File: config.mk
export PLATFORM = sky130hd
export DESIGN_NAME = thermistor_adc_to_temperature
export DESIGN_NICKNAME = d
export VERILOG_FILES = /design/src/hw/rtl/thadc_pkg.sv /design/src/hw/rtl/thadc_front.sv /design/src/hw/rtl/thadc_interp.sv /design/src/hw/rtl/thadc_quot.sv /design/src/hw/rtl/thermistor_adc_to_temperature.sv
export SDC_FILE = /design/constraint.sdc
export NUM_CORES = 1
export LEC_CHECK = 0
export ABC_AREA = 1
export BUFFER_PORTS_ARGS = -buffer_cell sky130_fd_sc_hd__buf_4
export CORE_UTILIZATION = 45
export DETAILED_ROUTE_END_ITERATION = 12
export SYNTH_ARGS = -nofsm -noshare
export SYNTH_HDL_FRONTEND = slang
export SYNTH_SLANG_ARGS = --single-unit
File: constraint.sdc
create_clock -name clk -period 8.5 [get_ports clk]
set_clock_uncertainty 0.2 [all_clocks]
set_input_delay 0.85 -clock clk [delete_from_list [all_inputs] [get_ports clk]]
set_output_delay 0.85 -clock clk [all_outputs]
set_load 0.005 [all_outputs]
File: src/hw/rtl/thadc_pkg.sv
package thadc_pkg;

    localparam int RAW_W       = 10;
    localparam int X_W         = 19;
    localparam int CV_W        = 9;
    localparam int IDX_W       = 7;
    localparam int START_W     = 8;
    localparam int LEN_W       = 3;
    localparam int BASE_W      = 7;
    localparam int NUM_W       = 23;
    localparam int DEN_W       = 13;
    localparam int RECIP_W     = 11;
    localparam int RECIP_SHIFT = 22;
    localparam int QE_W        = 11;
    localparam int PROD_W      = 24;
    localparam int CODE_W      = 8;

    localparam int FullScale = 1023;

    localparam logic [CV_W-1:0]   CV_TABLE_LO = 9'd148;
    localparam logic [CV_W-1:0]   IDX_LAST    = 9'd69;
    localparam logic [CODE_W-1:0] CODE_MAX    = 8'd255;
    localparam logic [CODE_W-1:0] FAULT_THRESHOLD_RESET = 8'd220;

    // floor(2^22 / (1023 * length)) for each segment length
    localparam logic [RECIP_W-1:0] RECIP_LEN3 = RECIP_W'((1 << RECIP_SHIFT) / (FullScale * 3));
    localparam logic [RECIP_W-1:0] RECIP_LEN4 = RECIP_W'((1 << RECIP_SHIFT) / (FullScale * 4));
    localparam logic [RECIP_W-1:0] RECIP_LEN5 = RECIP_W'((1 << RECIP_SHIFT) / (FullScale * 5));
    localparam logic [RECIP_W-1:0] RECIP_LEN6 = RECIP_W'((1 << RECIP_SHIFT) / (FullScale * 6));

    typedef struct packed {
        logic [START_W-1:0] start;
        logic [LEN_W-1:0]   len;
        logic [BASE_W-1:0]  base;
    } seg_entry_t;

    typedef struct packed {
        logic [X_W-1:0] x;
        seg_entry_t     seg;
    } seg_info_t;

    typedef struct packed {
        logic             neg;
        logic [NUM_W-2:0] num;
        logic [DEN_W-1:0] den;
        logic [QE_W-1:0]  qe;
    } quot_t;

    typedef struct packed {
        logic [CODE_W-1:0] code;
        logic              over;
    } result_t;

    function automatic seg_entry_t seg_lookup(input logic [IDX_W-1:0] idx);
        seg_entry_t e;
        if (idx <= 7'd2)       e = '{8'd148, 3'd3, 7'd65};
        else if (idx <= 7'd6)  e = '{8'd151, 3'd4, 7'd60};
        else if (idx <= 7'd10) e = '{8'd155, 3'd4, 7'd55};
        else if (idx <= 7'd14) e = '{8'd159, 3'd4, 7'd50};
        else if (idx <= 7'd19) e = '{8'd163, 3'd5, 7'd45};
        else if (idx <= 7'd25) e = '{8'd168, 3'd6, 7'd40};
        else if (idx <= 7'd31) e = '{8'd174, 3'd6, 7'd35};
        else if (idx <= 7'd37) e = '{8'd180, 3'd6, 7'd30};
        else if (idx <= 7'd43) e = '{8'd186, 3'd6, 7'd25};
        else if (idx <= 7'd50) e = '{8'd192, 3'd6, 7'd20};
        else if (idx <= 7'd56) e = '{8'd199, 3'd6, 7'd15};
        else if (idx <= 7'd62) e = '{8'd205, 3'd6, 7'd10};
        else if (idx <= 7'd68) e = '{8'd211, 3'd6, 7'd5};
        else                   e = '{8'd217, 3'd6, 7'd0};
        return e;
    endfunction

    function automatic logic [RECIP_W-1:0] recip_of_len(input logic [LEN_W-1:0] len);
        logic [RECIP_W-1:0] r;
        case (len)
            3'd3:    r = RECIP_LEN3;
            3'd4:    r = RECIP_LEN4;
            3'd5:    r = RECIP_LEN5;
            default: r = RECIP_LEN6;
        endcase
        return r;
    endfunction

endpackage

File: src/hw/rtl/thadc_front.sv
module thadc_front (
    input  logic                  clk,
    input  logic                  rst_n,
    input  logic                  up_valid,
    output logic                  up_ready,
    input  logic [7:0]            first_byte,
    input  logic [7:0]            second_byte,
    output logic                  dn_valid,
    input  logic                  dn_ready,
    output thadc_pkg::seg_info_t  dn_data
);

    logic                        s1_valid_reg;
    logic [thadc_pkg::X_W-1:0]   s1_x_reg;
    logic [thadc_pkg::X_W-1:0]   s1_x_next;
    logic                        s2_valid_reg;
    thadc_pkg::seg_info_t        s2_data_reg;
    thadc_pkg::seg_info_t        s2_data_next;
    logic                        s1_ready;
    logic                        s2_ready;

    logic [thadc_pkg::RAW_W-1:0] raw;
    logic [thadc_pkg::X_W-1:0]   raw_x;
    logic [thadc_pkg::CV_W-1:0]  q0;
    logic [thadc_pkg::X_W-1:0]   rem;
    logic [thadc_pkg::CV_W-1:0]  cv;
    logic [thadc_pkg::CV_W-1:0]  off;
    logic [thadc_pkg::IDX_W-1:0] idx;

    assign s2_ready = !s2_valid_reg || dn_ready;
    assign s1_ready = !s1_valid_reg || s2_ready;
    assign up_ready = s1_ready;
    assign dn_valid = s2_valid_reg;
    assign dn_data  = s2_data_reg;

    // stage 1: reading and raw * 330 by shifts
    always_comb
    begin
        raw       = {first_byte[6:0], second_byte[7:5]};
        raw_x     = thadc_pkg::X_W'(raw);
        s1_x_next = (raw_x << 8) + (raw_x << 6) + (raw_x << 3) + (raw_x << 1);
    end

    // stage 2: floor(x / 1023) as x >> 10 plus one correction, then segment lookup
    always_comb
    begin
        q0  = s1_x_reg[thadc_pkg::X_W-1:10];
        rem = s1_x_reg - ((thadc_pkg::X_W'(q0) << 10) - thadc_pkg::X_W'(q0));
        cv  = q0 + thadc_pkg::CV_W'(rem >= thadc_pkg::X_W'(thadc_pkg::FullScale));
        off = cv - thadc_pkg::CV_TABLE_LO;
        if (cv < thadc_pkg::CV_TABLE_LO)
        begin
            idx = '0;
        end
        else if (off > thadc_pkg::IDX_LAST)
        begin
            idx = thadc_pkg::IDX_LAST[thadc_pkg::IDX_W-1:0];
        end
        else
        begin
            idx = off[thadc_pkg::IDX_W-1:0];
        end
        s2_data_next.x   = s1_x_reg;
        s2_data_next.seg = thadc_pkg::seg_lookup(idx);
    end

    always_ff @(posedge clk or negedge rst_n)
    begin
        if (!rst_n)
        begin
            s1_valid_reg <= 1'b0;
            s2_valid_reg <= 1'b0;
        end
        else
        begin
            if (s1_ready)
            begin
                s1_valid_reg <= up_valid;
            end
            if (s2_ready)
            begin
                s2_valid_reg <= s1_valid_reg;
            end
        end
    end

    always_ff @(posedge clk)
    begin
        if (s1_ready && up_valid)
        begin
            s1_x_reg <= s1_x_next;
        end
        if (s2_ready && s1_valid_reg)
        begin
            s2_data_reg <= s2_data_next;
        end
    end

endmodule

File: src/hw/rtl/thadc_interp.sv
module thadc_interp (
    input  logic                  clk,
    input  logic                  rst_n,
    input  logic                  up_valid,
    output logic                  up_ready,
    input  thadc_pkg::seg_info_t  up_data,
    output logic                  dn_valid,
    input  logic                  dn_ready,
    output thadc_pkg::quot_t      dn_data
);

    logic                           s3_valid_reg;
    logic [thadc_pkg::NUM_W-1:0]    s3_num_reg;
    logic [thadc_pkg::NUM_W-1:0]    s3_num_next;
    logic [thadc_pkg::DEN_W-1:0]    s3_den_reg;
    logic [thadc_pkg::DEN_W-1:0]    s3_den_next;
    logic [thadc_pkg::RECIP_W-1:0]  s3_recip_reg;
    logic [thadc_pkg::RECIP_W-1:0]  s3_recip_next;
    logic                           s4_valid_reg;
    thadc_pkg::quot_t               s4_data_reg;
    thadc_pkg::quot_t               s4_data_next;
    logic                           s3_ready;
    logic                           s4_ready;

    logic [9:0]                     base_len;
    logic signed [24:0]             base_term;
    logic signed [24:0]             start_term;
    logic signed [24:0]             diff;
    logic signed [24:0]             num_wide;
    logic [thadc_pkg::NUM_W+thadc_pkg::RECIP_W-2:0] prod;

    assign s4_ready = !s4_valid_reg || dn_ready;
    assign s3_ready = !s3_valid_reg || s4_ready;
    assign up_ready = s3_ready;
    assign dn_valid = s4_valid_reg;
    assign dn_data  = s4_data_reg;

    // stage 3: N = 4*base*1023*len - 20*(x - 1023*start), D = 1023*len
    always_comb
    begin
        base_len   = 10'(up_data.seg.base) * 10'(up_data.seg.len);
        base_term  = $signed((25'(base_len) << 12) - (25'(base_len) << 2));
        start_term = $signed((25'(up_data.seg.start) << 10) - 25'(up_data.seg.start));
        diff       = $signed(25'(up_data.x)) - start_term;
        num_wide   = base_term - ((diff <<< 4) + (diff <<< 2));
        s3_num_next   = num_wide[thadc_pkg::NUM_W-1:0];
        s3_den_next   = (thadc_pkg::DEN_W'(up_data.seg.len) << 10)
                        - thadc_pkg::DEN_W'(up_data.seg.len);
        s3_recip_next = thadc_pkg::recip_of_len(up_data.seg.len);
    end

    // stage 4: quotient estimate N * floor(2^22 / D) >> 22, low by at most one
    always_comb
    begin
        prod = (thadc_pkg::NUM_W + thadc_pkg::RECIP_W - 1)'(s3_num_reg[thadc_pkg::NUM_W-2:0])
             * (thadc_pkg::NUM_W + thadc_pkg::RECIP_W - 1)'(s3_recip_reg);
        s4_data_next.neg = s3_num_reg[thadc_pkg::NUM_W-1];
        s4_data_next.num = s3_num_reg[thadc_pkg::NUM_W-2:0];
        s4_data_next.den = s3_den_reg;
        s4_data_next.qe  = prod[thadc_pkg::NUM_W+thadc_pkg::RECIP_W-2:thadc_pkg::RECIP_SHIFT];
    end

    always_ff @(posedge clk or negedge rst_n)
    begin
        if (!rst_n)
        begin
            s3_valid_reg <= 1'b0;
            s4_valid_reg <= 1'b0;
        end
        else
        begin
            if (s3_ready)
            begin
                s3_valid_reg <= up_valid;
            end
            if (s4_ready)
            begin
                s4_valid_reg <= s3_valid_reg;
            end
        end
    end

    always_ff @(posedge clk)
    begin
        if (s3_ready && up_valid)
        begin
            s3_num_reg   <= s3_num_next;
            s3_den_reg   <= s3_den_next;
            s3_recip_reg <= s3_recip_next;
        end
        if (s4_ready && s3_valid_reg)
        begin
            s4_data_reg <= s4_data_next;
        end
    end

endmodule

File: src/hw/rtl/thadc_quot.sv
module thadc_quot (
    input  logic                          clk,
    input  logic                          rst_n,
    input  logic                          up_valid,
    output logic                          up_ready,
    input  thadc_pkg::quot_t              up_data,
    input  logic [thadc_pkg::CODE_W-1:0]  threshold,
    output logic                          dn_valid,
    input  logic                          dn_ready,
    output thadc_pkg::result_t            dn_data
);

    logic                            s5_valid_reg;
    thadc_pkg::quot_t                s5_quot_reg;
    logic [thadc_pkg::PROD_W-1:0]    s5_prod_reg;
    logic [thadc_pkg::PROD_W-1:0]    s5_prod_next;
    logic                            s6_valid_reg;
    thadc_pkg::result_t              s6_data_reg;
    thadc_pkg::result_t              s6_data_next;
    logic                            s5_ready;
    logic                            s6_ready;

    logic [thadc_pkg::PROD_W-1:0]    rem;
    logic                            bump;
    logic [thadc_pkg::QE_W:0]        quo;

    assign s6_ready = !s6_valid_reg || dn_ready;
    assign s5_ready = !s5_valid_reg || s6_ready;
    assign up_ready = s5_ready;
    assign dn_valid = s6_valid_reg;
    assign dn_data  = s6_data_reg;

    // stage 5: back-multiply the estimate
    assign s5_prod_next = thadc_pkg::PROD_W'(up_data.qe) * thadc_pkg::PROD_W'(up_data.den);

    // stage 6: one correction step, clamp, threshold compare
    always_comb
    begin
        rem  = thadc_pkg::PROD_W'(s5_quot_reg.num) - s5_prod_reg;
        bump = rem >= thadc_pkg::PROD_W'(s5_quot_reg.den);
        quo  = (thadc_pkg::QE_W + 1)'(s5_quot_reg.qe) + (thadc_pkg::QE_W + 1)'(bump);
        if (s5_quot_reg.neg)
        begin
            s6_data_next.code = '0;
        end
        else if (quo > (thadc_pkg::QE_W + 1)'(thadc_pkg::CODE_MAX))
        begin
            s6_data_next.code = thadc_pkg::CODE_MAX;
        end
        else
        begin
            s6_data_next.code = quo[thadc_pkg::CODE_W-1:0];
        end
        s6_data_next.over = s6_data_next.code >= threshold;
    end

    always_ff @(posedge clk or negedge rst_n)
    begin
        if (!rst_n)
        begin
            s5_valid_reg <= 1'b0;
            s6_valid_reg <= 1'b0;
        end
        else
        begin
            if (s5_ready)
            begin
                s5_valid_reg <= up_valid;
            end
            if (s6_ready)
            begin
                s6_valid_reg <= s5_valid_reg;
            end
        end
    end

    always_ff @(posedge clk)
    begin
        if (s5_ready && up_valid)
        begin
            s5_quot_reg <= up_data;
            s5_prod_reg <= s5_prod_next;
        end
        if (s6_ready && s5_valid_reg)
        begin
            s6_data_reg <= s6_data_next;
        end
    end

endmodule

File: src/hw/rtl/thermistor_adc_to_temperature.sv
// thermistor reading to temperature code
//
// input channel: in_valid / in_stall with first_byte and second_byte, the two
// bytes of one 10-bit converter sample. a transaction completes on a clock edge
// with in_valid high and in_stall low.
// output channel: out_valid / out_stall with temperature_code (0.25 degree
// steps, 0..255) and over_limit. the receiver holds out_stall high to pause.
// config channel: cfg_valid / cfg_ready with cfg_data, the fault threshold;
// cfg_ready is always high. write it only while the pipeline is empty.
//
// six register stages: reading scale, segment lookup, interpolation terms,
// reciprocal multiply, back-multiply, correction and clamp. one sample per
// cycle is taken and one result per cycle is delivered while out_stall is low.
// when out_stall is high a full pipeline holds every stage and raises
// in_stall; empty stages still fill, so bubbles are squeezed out.
// reset empties the pipeline and sets the threshold to 220.
module thermistor_adc_to_temperature (
    input  logic       clk,
    input  logic       rst_n,
    input  logic       in_valid,
    output logic       in_stall,
    input  logic [7:0] first_byte,
    input  logic [7:0] second_byte,
    output logic       out_valid,
    input  logic       out_stall,
    output logic [7:0] temperature_code,
    output logic       over_limit,
    input  logic       cfg_valid,
    output logic       cfg_ready,
    input  logic [7:0] cfg_data
);

    logic [thadc_pkg::CODE_W-1:0] threshold_reg;

    logic                  front_ready;
    logic                  seg_valid;
    logic                  seg_ready;
    thadc_pkg::seg_info_t  seg_data;
    logic                  quot_valid;
    logic                  quot_ready;
    thadc_pkg::quot_t      quot_data;
    thadc_pkg::result_t    result;

    assign cfg_ready = 1'b1;
    assign in_stall  = !front_ready;

    always_ff @(posedge clk or negedge rst_n)
    begin
        if (!rst_n)
        begin
            threshold_reg <= thadc_pkg::FAULT_THRESHOLD_RESET;
        end
        else if (cfg_valid && cfg_ready)
        begin
            threshold_reg <= cfg_data;
        end
    end

    thadc_front u_front (
        .clk         (clk),
        .rst_n       (rst_n),
        .up_valid    (in_valid),
        .up_ready    (front_ready),
        .first_byte  (first_byte),
        .second_byte (second_byte),
        .dn_valid    (seg_valid),
        .dn_ready    (seg_ready),
        .dn_data     (seg_data)
    );

    thadc_interp u_interp (
        .clk      (clk),
        .rst_n    (rst_n),
        .up_valid (seg_valid),
        .up_ready (seg_ready),
        .up_data  (seg_data),
        .dn_valid (quot_valid),
        .dn_ready (quot_ready),
        .dn_data  (quot_data)
    );

    thadc_quot u_quot (
        .clk       (clk),
        .rst_n     (rst_n),
        .up_valid  (quot_valid),
        .up_ready  (quot_ready),
        .up_data   (quot_data),
        .threshold (threshold_reg),
        .dn_valid  (out_valid),
        .dn_ready  (!out_stall),
        .dn_data   (result)
    );

    assign temperature_code = result.code;
    assign over_limit       = result.over;

endmodule

==> flow_summary.json <==
{
  "end_kind": "flop",
  "r2r_end": "u_quot.dn_data[0]",
  "hold_path_end": "u_quot.s5_quot_reg[32]",
  "postCtsSetupRepairBufs": 0,
  "fin_crit_sh_pct": 84.3,
  "synth.yosys.seq_area_share_pct": 26.8,
  "antenna_found_initial": 1,
  "num-fill-cells": 4907,
  "status": "completed",
  "pre_cts_ws_ns": 1.28,
  "gp_congestion": 0.880,
  "die_y_microns": 233,
  "htreeDepth": 1,
  "syn_area_sq_um": 24000,
  "numCtsBuffers": 26,
  "grt.overflow.total": 0,
  "slew_violations": 0,
  "syn_nets": 3186,
  "slowest_delay_ns": 0.42,
  "grt_pass1_wl_mm": 85.2,
  "hp-start": "u_interp.dn_data[32]",
  "place_hpwl_mm": 42.1,
  "setup_viol": 0,
  "cts_tree": "done",
  "antenna_left": 0,
  "grt_use_total_pct": 19.6,
  "whs_ns": 0.212,
  "reg2regPathDepth": 39,
  "rows": 84,
  "max_freq_mhz": 140,
  "dieArea_sq_um": 54200,
  "drc": 0,
  "pin_count": 41,
  "cp.required_ns": 8.61,
  "synth_ff_type": "edfxtp_1",
  "placedCellCount": 3265,
  "cp.arrival_ns": 7.27,
  "grt_max_degree": 65,
  "synth.yosys.warnings": 0,
  "ys_types": 51,
  "clock_latency_ns": 0.55,
  "slew_headroom_pct": 29.4,
  "async_flop_share_pct": 6.48,
  "wl_mm": 50.5,
  "cp_max_fo": 6,
  "critical_path_class": "flop to flop",
  "regToRegSetupSlack_ns": 1.34,
  "fin_nets": 3217,
  "clockBufferDepth": 3,
  "clockRootBuffer": "clkbuf_16",
  "rsz0062_at_grt": "no",
  "fin_setup_tns_ns": 0,
  "whs_path_depth": 0,
  "setup_ws_ns": 1.34,
  "synthesis.instances": 2575,
  "fin_cells": 3312,
  "drt_iter0_markers": 686,
  "min_period_ns": 7.16,
  "clkSinkCount": 216,
  "tightest_slew_ns": 1.06,
  "vias_per_cell": 4.96,
  "cp_common_cell": "o21a_1",
  "wl_per_cell_microns": 15.3,
  "drv_cap": 0,
  "avgSynthCellArea_sq_um": 9.31,
  "clk_pin_slew_worst_paths_ns": 0.06,
  "vias": 16400,
  "crit_path_start_kind": "flop",
  "grt_pass1_vias": 17800,
  "start_util_pct": 45.6,
  "cp_slowest_cell": "a21boi_0",
  "holdCritPathClass": "flop to flop",
  "drt_pre_antenna_iters": 6,
  "synth-edff-count": 202,
  "core-area_sq_um": 52600,
  "die_x_microns": 233,
  "area.growth.synth_to_final_pct": 7.87,
  "r2r-start": "u_quot.s5_quot_reg[28]",
  "antenna_cells": 0,
  "ys_seq_elements": 216,
  "drive_gt1_share_pct": 4.80,
  "hold_viol_final": 0,
  "buffer_ports.inserted": 33
}
cells in the mapped netlist, types with 9 or more instances:
cell	number	area, sq um
inv_1	644	2420
ha_1	297	3720
clkbuf_1	29	109
nand3_1	52	260
o21a_1	10	75.1
fa_1	285	5710
nand2_2	18	113
o21bai_1	17	128
xor2_1	91	797
nand4_1	18	113
a21oi_1	142	711
nand2_1	480	1800
xnor2_1	30	263
nor2_1	86	323
nor3_1	9	45.0
o21ai_0	70	350
edfxtp_1	202	6070
dfrtp_1	9	225
worst max-delay path, delay by kind of cell (launching register included):
family	cells	cell delay, ns
buffers and inverters	4	0.37
adder cells (fa/ha/maj)	5	1.40
AO/OA/AOI/OAI	17	3.30
XOR/XNOR	1	0.16
AND/OR/NAND/NOR	12	1.13
flip-flops	1	0.39
cells by family after synthesis:
family / after synthesis / share of synthesized area, %
xor+xnor: 121 / 4.42
simple gates: 690 / 12.1
fa+ha+maj: 582 / 39.3
flops: 216 / 26.8
other cells: 1 / 0.0156
compound gates: 278 / 6.54
mux: 1 / 0.0470
buf+inv: 686 / 10.8
timing repair:
item | CTS | global route
hold buffers | 1 | 0
resized for setup | 0 | 0
hold endpoints to repair | 9 | 0
worst max-delay path by stage:
stage | startpoint | end | slack, ns | cells past startpoint
2_1_floorplan | u_quot.s5_quot_reg[28] | u_quot.dn_data[0] | 1.83 | 38
3_3_place_gp | u_quot.s5_quot_reg[28] | u_quot.dn_data[0] | 1.41 | 39
3_5_place_dp | u_quot.s5_quot_reg[28] | u_quot.dn_data[0] | 1.28 | 39
4_1_cts | u_quot.s5_quot_reg[28] | u_quot.dn_data[0] | 1.24 | 39
5_1_grt | u_quot.s5_quot_reg[27] | u_quot.dn_data[0] | 0.69 | 38
6_report | u_quot.s5_quot_reg[28] | u_quot.dn_data[0] | 1.34 | 39
area by class of cell:
class	count	area [sq um]	area share [%]
clock buffers	36	688	2.66
clock inverters	10	166	0.644
inverters	648	2430	9.42
multi-input cells	1673	15000	57.9
flip-flops and latches	216	6420	24.8
well taps	688	861	3.33
repair buffers	41	310	1.20
per-stage QoR:
step,util [%],cell area [sq um]
finish,49.2,25900
floorplan,-,24000
global placement,47.5,25000
global route,49.2,25900
CTS,49.2,25900
detailed placement,47.5,25000
placed cells by master (no fill, tap or decap), drive strengths merged, types with 4 or more instances in the layout:
master / instances
a211oi: 4
a21boi: 8
a21o: 5
a21oi: 142
buf: 40
bufinv: 4
clkbuf: 36
clkinv: 4
dfrtp: 9
dfstp: 5
edfxtp: 202
fa: 285
ha: 297
inv: 649
nand2: 500
nand3: 57
nand4: 18
nor2: 93
nor3: 9
o211ai: 6
o21a: 10
o21ai: 73
o21bai: 17
xnor2: 30
xor2: 91
per-layer routing:
metal | track usage, % | vias up | wire length [microns]
li1 | - | 8082 | -
met1 | 23.4 | 8016 | 21500
met2 | 36.6 | 233 | 26000
met3 | 2.30 | 86 | 1530
met4 | 6.07 | 0 | 1530
met5 | 0 | - | 0
Power is left out: the tool's default activity adds up to more than one toggle a clock period on the data nets, which glitch-free logic cannot reach.
